File: config.mk
export PLATFORM = sky130hd
export DESIGN_NAME = pocsag_transmission_encoder_flat
export DESIGN_NICKNAME = d
export VERILOG_FILES = /design/src/rtl/core/pte_pkg.sv /design/src/rtl/core/pte_if.sv /design/src/rtl/core/pocsag_transmission_encoder.sv /design/src/rtl/core/pte_front.sv /design/src/rtl/core/pte_cmd_queue.sv /design/src/rtl/core/pte_back.sv /design/src/flat_wrapper.sv
export SDC_FILE = /design/constraint.sdc
export NUM_CORES = 1
export LEC_CHECK = 0
export BUFFER_PORTS_ARGS = -buffer_cell sky130_fd_sc_hd__buf_2
export CORE_AREA = 2 2 136 138
export CTS_CLUSTER_DIAMETER = 120
export DETAILED_ROUTE_END_ITERATION = 6
export DIE_AREA = 0 0 138 140
export GPL_TIMING_DRIVEN = 0
export MAX_ROUTING_LAYER = met4
export PLACE_DENSITY = 0.88
export SYNTH_ARGS = -nofsm -noshare
export SYNTH_HDL_FRONTEND = slang
export SYNTH_SLANG_ARGS = --single-unit
File: constraint.sdc
create_clock -name i_clk -period 3.94 [get_ports i_clk]
set_input_delay 0.394 -clock i_clk [delete_from_list [all_inputs] [get_ports i_clk]]
set_output_delay 0.394 -clock i_clk [all_outputs]
set_load 0.01 [all_outputs]
File: src/rtl/core/pte_pkg.sv
// Shared types, constants and coding functions of the POCSAG transmission encoder.
package pte_pkg;

    localparam int PREAMBLE_WORDS = 18;
    localparam int BATCH_WORDS    = 16;

    localparam int POS_W = $clog2(BATCH_WORDS);
    localparam int CNT_W = ($clog2(PREAMBLE_WORDS) > 4) ? $clog2(PREAMBLE_WORDS) : 4;
    localparam int GAP_W = 4;

    localparam logic [31:0] PREAMBLE_PATTERN = 32'hAAAA_AAAA;
    localparam logic [31:0] SYNC_WORD        = 32'h7CD2_15D8;
    localparam logic [31:0] IDLE_WORD        = 32'h7A89_C197;
    localparam logic [10:0] BCH_POLY         = 11'h769;

    // action codes of an input transaction
    localparam logic [1:0] ACT_START = 2'd0;
    localparam logic [1:0] ACT_CHAR  = 2'd1;
    localparam logic [1:0] ACT_END   = 2'd2;

    typedef struct packed {
        logic [1:0]  action;
        logic [20:0] address;
        logic [1:0]  function_bits;
        logic        numeric_mode;
        logic [7:0]  char_code;
    } t_in_item;

    typedef struct packed {
        logic [31:0] codeword;
        logic        last;
    } t_out_item;

    typedef enum logic [1:0] {
        CMD_START,
        CMD_MSG,
        CMD_END
    } t_cmd_op;

    typedef struct packed {
        t_cmd_op          op;
        logic             has_word;
        logic [20:0]      data;
        logic [GAP_W-1:0] gap;
    } t_cmd;

    typedef enum logic [2:0] {
        ST_HEAD,
        ST_PREAMBLE,
        ST_SYNC_START,
        ST_GAP,
        ST_ADDR,
        ST_MSG_SYNC,
        ST_PAD
    } t_back_state;

    typedef enum logic [1:0] {
        WSEL_PREAMBLE,
        WSEL_SYNC,
        WSEL_IDLE,
        WSEL_CODE
    } t_word_sel;

    typedef logic [9:0] t_bch_cols [21];

    // remainder of each single data bit, worked out at elaboration
    function automatic t_bch_cols f_bch_cols();
        t_bch_cols   cols;
        logic [30:0] r;
        for (int i = 0; i < 21; i++) begin
            r = 31'(1) << (i + 10);
            for (int k = 30; k >= 10; k--) begin
                if (r[k]) begin
                    r = r ^ (31'(BCH_POLY) << (k - 10));
                end
            end
            cols[i] = r[9:0];
        end
        return cols;
    endfunction

    localparam t_bch_cols BCH_COLS = f_bch_cols();

    // BCH(31,21) check bits plus even parity; the code is linear so the
    // remainder is an XOR of per-bit columns
    function automatic logic [31:0] f_bch_word(input logic [20:0] data);
        logic [9:0]  rem;
        logic [30:0] full;
        rem = '0;
        for (int i = 0; i < 21; i++) begin
            if (data[i]) begin
                rem = rem ^ BCH_COLS[i];
            end
        end
        full = {data, rem};
        return {full, ^full};
    endfunction

    function automatic logic [3:0] f_digit_code(input logic [7:0] c);
        logic [3:0] d;
        case (c)
            8'h30:        d = 4'h0;
            8'h31:        d = 4'h8;
            8'h32:        d = 4'h4;
            8'h33:        d = 4'hC;
            8'h34:        d = 4'h2;
            8'h35:        d = 4'hA;
            8'h36:        d = 4'h6;
            8'h37:        d = 4'hE;
            8'h38:        d = 4'h1;
            8'h39:        d = 4'h9;
            8'h20:        d = 4'h3;  // space
            8'h75, 8'h55: d = 4'hD;  // u, U
            8'h2D, 8'h5F: d = 4'hB;  // dash, underscore
            8'h28, 8'h5B: d = 4'hF;  // opening brackets
            8'h29, 8'h5D: d = 4'h7;  // closing brackets
            default:      d = 4'h5;
        endcase
        return d;
    endfunction

endpackage

File: src/rtl/core/pte_if.sv
// Valid/ready stream interfaces for the input and output channels.
interface pte_in_if;
    import pte_pkg::*;
    logic     valid;
    logic     ready;
    t_in_item payload;
    modport source (output valid, output payload, input ready);
    modport sink   (input valid, input payload, output ready);
endinterface

interface pte_out_if;
    import pte_pkg::*;
    logic      valid;
    logic      ready;
    t_out_item payload;
    modport source (output valid, output payload, input ready);
    modport sink   (input valid, input payload, output ready);
endinterface

File: src/rtl/core/pocsag_transmission_encoder.sv
// Top level of the POCSAG transmission encoder.
//
// Input channel i_in carries one transaction per action: start (address,
// function bits, coding mode), character (one byte) or end of message.
// Output channel o_out carries one 32-bit codeword per transaction; last
// marks the final codeword caused by one input transaction.
// A start gives the preamble words, a sync word, idle words up to the
// address frame and the address word. A character gives nothing or a
// message word, an end the flushed word if bits are pending; either is
// followed by a sync at a batch boundary; an end's idles close the batch.
// The front end takes one input transaction per cycle while the two-entry
// command queue has room; it packs character bits in place, so characters
// that fill no word never reach the queue.
// The back end emits one codeword per cycle while a command is queued and
// the receiver keeps up; a transaction passes the queue and the output
// register. Output rate is set by the back end's single word per cycle.
// When the receiver stalls, the output register holds its codeword, the back
// end and the queue stop, and i_in.ready drops once the queue is full.
// Synchronous reset clears the bit accumulator, batch position, coding mode,
// queue and output valid; no transaction is pending afterward.
module pocsag_transmission_encoder (
    input  logic      i_clk,
    input  logic      i_rst_n,
    pte_in_if.sink    i_in,
    pte_out_if.source o_out
);
    import pte_pkg::*;

    logic queue_full;
    logic push;
    t_cmd cmd;
    logic pop;
    logic head_valid;
    t_cmd head;

    // classify input and pack message bits
    pte_front u_front (
        .i_clk        (i_clk),
        .i_rst_n      (i_rst_n),
        .i_in         (i_in),
        .i_queue_full (queue_full),
        .o_push       (push),
        .o_cmd        (cmd)
    );

    // decouples front and back so each can stall on its own
    pte_cmd_queue u_queue (
        .i_clk        (i_clk),
        .i_rst_n      (i_rst_n),
        .i_push       (push),
        .i_cmd        (cmd),
        .o_full       (queue_full),
        .i_pop        (pop),
        .o_head_valid (head_valid),
        .o_head       (head)
    );

    // codeword sequencing, BCH encoding and batch sync insertion
    pte_back u_back (
        .i_clk        (i_clk),
        .i_rst_n      (i_rst_n),
        .i_head_valid (head_valid),
        .i_head       (head),
        .o_pop        (pop),
        .o_out        (o_out)
    );

endmodule

File: src/rtl/core/pte_front.sv
// Front end: accepts input transactions, packs message bits, issues commands.
module pte_front (
    input  logic          i_clk,
    input  logic          i_rst_n,
    pte_in_if.sink        i_in,
    input  logic          i_queue_full,
    output logic          o_push,
    output pte_pkg::t_cmd o_cmd
);
    import pte_pkg::*;

    logic [19:0] r_acc, n_acc;
    logic [4:0]  r_cnt, n_cnt;
    logic        r_numeric, n_numeric;

    logic        accept;
    logic [6:0]  nb_text;
    logic [6:0]  nb;
    logic [4:0]  nbits;
    logic [4:0]  total;
    logic [2:0]  sh;
    logic [26:0] merged;
    logic [26:0] mask;

    // no transaction is taken while reset is held
    assign i_in.ready = i_rst_n && !i_queue_full;
    assign accept     = i_in.valid && i_in.ready;

    // text bits go LSB first, so the first bit sent is the top of nb
    always_comb begin
        for (int i = 0; i < 7; i++) begin
            nb_text[6 - i] = i_in.payload.char_code[i];
        end
    end

    assign nb     = r_numeric ? {3'b000, f_digit_code(i_in.payload.char_code)} : nb_text;
    assign nbits  = r_numeric ? 5'd4 : 5'd7;
    assign total  = r_cnt + nbits;
    assign sh     = 3'(total - 5'd20);
    assign merged = (27'(r_acc) << nbits) | 27'(nb);
    assign mask   = (27'd1 << sh) - 27'd1;

    always_comb begin
        n_acc     = r_acc;
        n_cnt     = r_cnt;
        n_numeric = r_numeric;
        o_push    = 1'b0;
        o_cmd     = '{op: CMD_MSG, has_word: 1'b1, data: '0, gap: '0};
        if (accept) begin
            case (i_in.payload.action)
                ACT_START: begin
                    o_push    = 1'b1;
                    o_cmd.op  = CMD_START;
                    o_cmd.data = {1'b0, i_in.payload.address[20:3],
                                  i_in.payload.function_bits};
                    o_cmd.gap = {i_in.payload.address[2:0], 1'b0};
                    n_acc     = '0;
                    n_cnt     = '0;
                    n_numeric = i_in.payload.numeric_mode;
                end
                ACT_CHAR: begin
                    if (total >= 5'd20) begin
                        o_push     = 1'b1;
                        o_cmd.data = {1'b1, 20'(merged >> sh)};
                        n_acc      = 20'(merged & mask);
                        n_cnt      = 5'(sh);
                    end else begin
                        n_acc = merged[19:0];
                        n_cnt = total;
                    end
                end
                ACT_END: begin
                    o_push         = 1'b1;
                    o_cmd.op       = CMD_END;
                    o_cmd.has_word = (r_cnt != 5'd0);
                    o_cmd.data     = {1'b1, r_acc << (5'd20 - r_cnt)};
                    n_acc          = '0;
                    n_cnt          = '0;
                end
                default: begin
                end
            endcase
        end
    end

    always_ff @(posedge i_clk) begin
        if (!i_rst_n) begin
            r_acc     <= '0;
            r_cnt     <= '0;
            r_numeric <= 1'b0;
        end else begin
            r_acc     <= n_acc;
            r_cnt     <= n_cnt;
            r_numeric <= n_numeric;
        end
    end

endmodule

File: src/rtl/core/pte_cmd_queue.sv
// Two-entry command queue between front and back end.
module pte_cmd_queue (
    input  logic          i_clk,
    input  logic          i_rst_n,
    input  logic          i_push,
    input  pte_pkg::t_cmd i_cmd,
    output logic          o_full,
    input  logic          i_pop,
    output logic          o_head_valid,
    output pte_pkg::t_cmd o_head
);
    import pte_pkg::*;

    t_cmd       r_mem [2];
    logic       r_wr_ptr;
    logic       r_rd_ptr;
    logic [1:0] r_count;

    logic do_push;
    logic do_pop;

    assign o_full       = (r_count == 2'd2);
    assign o_head_valid = (r_count != 2'd0);
    assign o_head       = r_mem[r_rd_ptr];
    assign do_push      = i_push && !o_full;
    assign do_pop       = i_pop && o_head_valid;

    always_ff @(posedge i_clk) begin
        if (do_push) begin
            r_mem[r_wr_ptr] <= i_cmd;
        end
    end

    always_ff @(posedge i_clk) begin
        if (!i_rst_n) begin
            r_wr_ptr <= 1'b0;
            r_rd_ptr <= 1'b0;
            r_count  <= '0;
        end else begin
            if (do_push) begin
                r_wr_ptr <= !r_wr_ptr;
            end
            if (do_pop) begin
                r_rd_ptr <= !r_rd_ptr;
            end
            case ({do_push, do_pop})
                2'b10:   r_count <= r_count + 2'd1;
                2'b01:   r_count <= r_count - 2'd1;
                default: r_count <= r_count;
            endcase
        end
    end

endmodule

File: src/rtl/core/pte_back.sv
// Back end: expands commands into codewords, tracks batch position, drives output.
module pte_back (
    input  logic          i_clk,
    input  logic          i_rst_n,
    input  logic          i_head_valid,
    input  pte_pkg::t_cmd i_head,
    output logic          o_pop,
    pte_out_if.source     o_out
);
    import pte_pkg::*;

    localparam logic [CNT_W-1:0] PRE_LAST = CNT_W'(PREAMBLE_WORDS - 1);
    localparam logic [POS_W-1:0] POS_LAST = POS_W'(BATCH_WORDS - 1);

    t_back_state      r_state, n_state;
    logic [CNT_W-1:0] r_cnt, n_cnt;
    logic [POS_W-1:0] r_pos, n_pos;
    logic             r_out_valid;
    t_out_item        r_out;

    logic      out_free;
    logic      step;
    logic      pos_full;
    logic      pop_cmd;
    logic      last;
    t_word_sel sel;
    logic [31:0] word;

    assign out_free = !r_out_valid || o_out.ready;
    assign step     = i_head_valid && out_free;
    assign pos_full = (r_pos == POS_LAST);
    assign o_pop    = step && pop_cmd;

    // next state, counters
    always_comb begin
        n_state = r_state;
        n_cnt   = r_cnt;
        n_pos   = r_pos;
        case (r_state)
            ST_HEAD: begin
                case (i_head.op)
                    CMD_START: begin
                        n_cnt   = CNT_W'(1);
                        n_state = (PREAMBLE_WORDS == 1) ? ST_SYNC_START : ST_PREAMBLE;
                    end
                    CMD_MSG: begin
                        if (pos_full) begin
                            n_pos   = '0;
                            n_state = ST_MSG_SYNC;
                        end else begin
                            n_pos = r_pos + POS_W'(1);
                        end
                    end
                    CMD_END: begin
                        if (pos_full) begin
                            n_pos   = '0;
                            n_state = i_head.has_word ? ST_MSG_SYNC : ST_HEAD;
                        end else begin
                            n_pos   = r_pos + POS_W'(1);
                            n_state = ST_PAD;
                        end
                    end
                    default: n_state = ST_HEAD;
                endcase
            end
            ST_PREAMBLE: begin
                n_cnt = r_cnt + CNT_W'(1);
                if (r_cnt == PRE_LAST) begin
                    n_state = ST_SYNC_START;
                end
            end
            ST_SYNC_START: begin
                n_cnt   = '0;
                n_state = (i_head.gap == '0) ? ST_ADDR : ST_GAP;
            end
            ST_GAP: begin
                n_cnt = r_cnt + CNT_W'(1);
                if (n_cnt == CNT_W'(i_head.gap)) begin
                    n_state = ST_ADDR;
                end
            end
            ST_ADDR: begin
                n_pos   = POS_W'(i_head.gap) + POS_W'(1);
                n_state = ST_HEAD;
            end
            ST_MSG_SYNC: begin
                n_state = (i_head.op == CMD_END) ? ST_PAD : ST_HEAD;
            end
            ST_PAD: begin
                if (pos_full) begin
                    n_pos   = '0;
                    n_state = ST_HEAD;
                end else begin
                    n_pos = r_pos + POS_W'(1);
                end
            end
            default: n_state = ST_HEAD;
        endcase
    end

    // word select, last flag, command retire
    always_comb begin
        sel     = WSEL_IDLE;
        last    = 1'b0;
        pop_cmd = 1'b0;
        case (r_state)
            ST_HEAD: begin
                case (i_head.op)
                    CMD_START: sel = WSEL_PREAMBLE;
                    CMD_MSG: begin
                        sel     = WSEL_CODE;
                        last    = !pos_full;
                        pop_cmd = !pos_full;
                    end
                    CMD_END: begin
                        sel     = i_head.has_word ? WSEL_CODE : WSEL_IDLE;
                        last    = !i_head.has_word && pos_full;
                        pop_cmd = !i_head.has_word && pos_full;
                    end
                    default: begin
                        pop_cmd = 1'b1;
                    end
                endcase
            end
            ST_PREAMBLE:   sel = WSEL_PREAMBLE;
            ST_SYNC_START: sel = WSEL_SYNC;
            ST_GAP:        sel = WSEL_IDLE;
            ST_ADDR: begin
                sel     = WSEL_CODE;
                last    = 1'b1;
                pop_cmd = 1'b1;
            end
            ST_MSG_SYNC: begin
                sel     = WSEL_SYNC;
                last    = (i_head.op != CMD_END);
                pop_cmd = (i_head.op != CMD_END);
            end
            ST_PAD: begin
                sel     = WSEL_IDLE;
                last    = pos_full;
                pop_cmd = pos_full;
            end
            default: begin
                sel = WSEL_IDLE;
            end
        endcase
    end

    always_comb begin
        case (sel)
            WSEL_PREAMBLE: word = PREAMBLE_PATTERN;
            WSEL_SYNC:     word = SYNC_WORD;
            WSEL_IDLE:     word = IDLE_WORD;
            WSEL_CODE:     word = f_bch_word(i_head.data);
            default:       word = IDLE_WORD;
        endcase
    end

    always_ff @(posedge i_clk) begin
        if (!i_rst_n) begin
            r_state     <= ST_HEAD;
            r_cnt       <= '0;
            r_pos       <= '0;
            r_out_valid <= 1'b0;
        end else begin
            if (step) begin
                r_state <= n_state;
                r_cnt   <= n_cnt;
                r_pos   <= n_pos;
            end
            if (step) begin
                r_out_valid <= 1'b1;
            end else if (o_out.ready) begin
                r_out_valid <= 1'b0;
            end
        end
    end

    always_ff @(posedge i_clk) begin
        if (step) begin
            r_out <= '{codeword: word, last: last};
        end
    end

    assign o_out.valid   = r_out_valid;
    assign o_out.payload = r_out;

endmodule

File: src/flat_wrapper.sv
// flat-port wrapper written by rule: the top's interface ports become plain ports
module pocsag_transmission_encoder_flat import pte_pkg::*;
  (i_clk, i_rst_n, i_in_valid, i_in_payload, i_in_ready, o_out_valid, o_out_payload, o_out_ready);
  pte_in_if i_in_i ();
  pte_out_if o_out_i ();
  input  logic i_clk;
  input  logic i_rst_n;
  input wire logic [$bits(i_in_i.valid)-1:0] i_in_valid;
  input wire logic [$bits(i_in_i.payload)-1:0] i_in_payload;
  output wire logic [$bits(i_in_i.ready)-1:0] i_in_ready;
  output wire logic [$bits(o_out_i.valid)-1:0] o_out_valid;
  output wire logic [$bits(o_out_i.payload)-1:0] o_out_payload;
  input wire logic [$bits(o_out_i.ready)-1:0] o_out_ready;
  assign i_in_i.valid = i_in_valid;
  assign i_in_i.payload = i_in_payload;
  assign i_in_ready = i_in_i.ready;
  assign o_out_valid = o_out_i.valid;
  assign o_out_payload = o_out_i.payload;
  assign o_out_i.ready = o_out_ready;
  pocsag_transmission_encoder u_core (.i_clk(i_clk), .i_rst_n(i_rst_n), .i_in(i_in_i), .o_out(o_out_i));
endmodule
==> flow_metrics.py <==
metrics = {
    "place": {
        "dp_cells": 1332,
        "portBuffers": 67,
        "gp_congestion": 0.977,
        "dpl.hpwl_um": 21500,
        "dpl_cell_area_mm2": 0.0105,
        "place_ws_ns": -0.770,
    },
    "detailed_routing": {
        "first_iter_violations": 958,
        "drtAntennaViolNets": 0,
        "wl_per_cell_um": 21.4,
        "dr.pass1.iters": 7,
        "drc": 2,
        "via_per_inst": 6.35,
        "wl_um": 29100,
        "vias": 8643,
    },
    "final_layout": {
        "layout.cells.most_common": "nand2_1",
        "drive_gt1_frac": 0.155,
        "layout.cells.non_filler": 1361,
        "fin_area_mm2": 0.0111,
        "fin_nets": 1171,
        "n_antenna_cell": 0,
        "layout_common_cells": "nand2_1 (106), edfxtp_1 (87), mux2i_1 (82)",
        "syn_to_final_growth_pct": 13.3,
    },
    "die": {
        "num_io_pins": 73,
        "coreArea_mm2": 0.0178,
        "die_y_um": 140,
        "die_x_um": 138,
        "dieArea_mm2": 0.0193,
        "rows": 49,
        "start_util": 0.553,
    },
    "synthesis": {
        "synth.avg_cell_area_um2": 9.49,
        "syn_inst": 1036,
        "synth_seq_cells": 131,
        "yosysSeqAreaShare": 0.355,
        "ys_types": 76,
        "synth_edf_count": 87,
        "synthArstFlopShare": 0,
        "yosysWarnings": 0,
        "synth_nets": 1088,
        "netlist_area_mm2": 0.00983,
        "synth_ff_type": "edfxtp_1",
    },
    "power": {
        "peakVddDrop_v": 0.000944,
        "p_leak_uw": 0.00400,
        "p_per_area_mw_per_mm2": 590,
    },
    "critical_path": {
        "startpoint_type": "flip-flop",
        "cp_slowest_cell": "fa_2",
        "worstPathCellList": "buf_4, inv_1, ha_1, fa_2, and3b_1, o21a_1, a221o_1, and2_1, a21oi_4, ha_1, or3_1, a21boi_0",
        "regToRegEndpoint": "u_core.u_queue.r_count[1]",
        "reg2reg_from": "u_core.u_front.r_numeric",
        "rr_worst_depth": 12,
        "cp_max_fo": 10,
        "crit_buf_inv": 2,
        "crit_path_frequent_cell": "ha_1",
        "required_ns": 4.29,
        "critical_path_arrival_ns": 4.12,
        "end_kind": "flip-flop",
        "rrSetupSlack_ns": 0.17,
        "crit_type": "flip-flop to flip-flop",
        "critPathMaxStageDelay_ns": 0.51,
        "critPathTopFamily": "adder cells",
    },
    "cts": {
        "clock_sinks": 131,
        "cts_buffers": 17,
        "post_cts_buffers": 0,
        "clk_path_buf_depth": 2,
        "clkTransAtPathRegs_ns": 0.06,
        "root_buffer": "clkbuf_16",
        "cts_tree": "built",
        "clock_latency_ns": 0.43,
        "htreeDepth": 4,
    },
    "sta": {
        "setup_viol": 0,
        "relSlewSlack": 0.181,
        "holdWs_ns": 0.253,
        "rsz0062_at_grt": "no",
        "finalSetupTns_ns": 0,
        "finalCritPeriodShare": 0.957,
        "skew_ns": 0.0133,
        "hold_viol": 0,
        "max_freq_mhz": 265,
        "slew_viol_final": 0,
        "worstMarginPinSlew_ns": 1.23,
        "post-route-worst-setup-slack_ns": 0.171,
        "fin_crit_ns": 3.77,
    },
    "min_path": {
        "min_from": "i_in_payload[8]",
        "holdPathEnd": "u_core.u_front.r_numeric",
        "hp-class": "input pin to flip-flop",
        "holdPathStages": 3,
    },
    "status": {
        "violations": "design-rule violations",
        "status": "finished with violations",
    },
    "run": {
        "cap_violations": 0,
    },
    "global_route": {
        "grt_usage": 0.304,
        "grt_pass1_wl_um": 45200,
        "grt_pass1_vias": 8373,
        "grt_max_degree": 34,
        "grt-ovfl-total": 0,
        "grt_antenna_before_repair": 0,
    },
}
[repair_timing]
action	CTS	global route
endpoints found under the setup margin	117	52
resized for setup	10	16
hold buffers	0	0
[registers in the layout, summed over array words and instances (netlist names), named ones only]
signal	count
u_core.u_queue.r_mem	54
u_core.u_queue.r_count	2
u_core.u_back.r_pos	4
u_core.u_queue.r_wr_ptr	1
u_core.u_front.r_numeric	1
u_core.u_back.o_out.payload	33
u_core.u_back.r_cnt	5
u_core.u_queue.r_rd_ptr	1
u_core.u_back.r_state	3
u_core.u_back.o_out.valid	1
u_core.u_front.r_cnt	5
u_core.u_front.r_acc	20
[layout make-up]
cell class | instances | area, um^2
clock inverter | 12 | 140
clock buffer | 20 | 479
buffer | 73 | 349
sequential | 131 | 3490
fill | 1406 | 6640
multi-input combinational | 801 | 5950
inverter | 28 | 105
timing repair buffer | 67 | 335
tap | 229 | 287
[per-stage QoR]
stage,total power [uW],utilization
final,6570,0.626
after global routing,6830,0.626
after CTS,6490,0.625
after detailed placement,4820,0.588
after global placement,4700,0.588
after floorplan,4150,-
[power breakdown]
group	internal (uW)	switching, uW
Combinational	1350	1660
Clock	1020	635
Sequential	1820	87.8
[kinds of logic (layout without fill, tap and decap cells)]
group / Yosys count / after routing / share of synthesized area
compound gates: 249 / 249 / 0.161
xor+xnor: 122 / 122 / 0.131
fa+ha+maj: 14 / 14 / 0.0186
buf+inv: 104 / 200 / 0.0461
flops: 131 / 131 / 0.355
mux: 119 / 119 / 0.143
simple gates: 297 / 297 / 0.145
[Yosys cell counts (23+ instances only)]
cell | instances | share of area
dfxtp_1 | 44 | 0.090
o21ai_0 | 60 | 0.031
edfxtp_1 | 87 | 0.27
a21oi_1 | 64 | 0.033
nand2_1 | 106 | 0.040
xor2_1 | 49 | 0.044
xnor2_1 | 58 | 0.052
mux2i_1 | 84 | 0.086
a22oi_1 | 23 | 0.018
clkbuf_1 | 57 | 0.022
nor2_1 | 68 | 0.026
nor2b_1 | 41 | 0.026
inv_1 | 27 | 0.010
[worst max path at each step]
stage	slack (ns)	start	endpoint	depth (start not counted)
floorplan	0.04	u_core.u_front.r_numeric	u_core.u_queue.r_count[1]	14
global placement	-0.69	u_core.u_front.r_numeric	u_core.u_queue.r_mem[1][16]	11
detailed placement	-0.77	u_core.u_front.r_numeric	u_core.u_queue.r_mem[1][16]	11
CTS	0.01	flip-flop	u_core.u_queue.r_count[1]	13
global route	0.03	u_core.u_front.r_numeric	u_core.u_queue.r_mem[0][11]	12
finish	0.17	u_core.u_front.r_numeric	u_core.u_queue.r_count[1]	12
[per-layer routing]
layer  GRT usage  part of all wire  vias to the layer above
li1            -                 -                     3925
met1       0.342              0.38                     4081
met2       0.517              0.49                      517
met3      0.0530             0.065                      120
met4       0.170             0.059                        0
met5           -                 0                        -
[tightest hold or removal path: cells and delay by family]
family / cells / cell delay, ns
and+or+nand+nor: 1 / 0.06
buffers and inverters: 1 / 0.11
AOI/OAI and AO/OA: 1 / 0.07
Power figures use the tool's default switching activity.
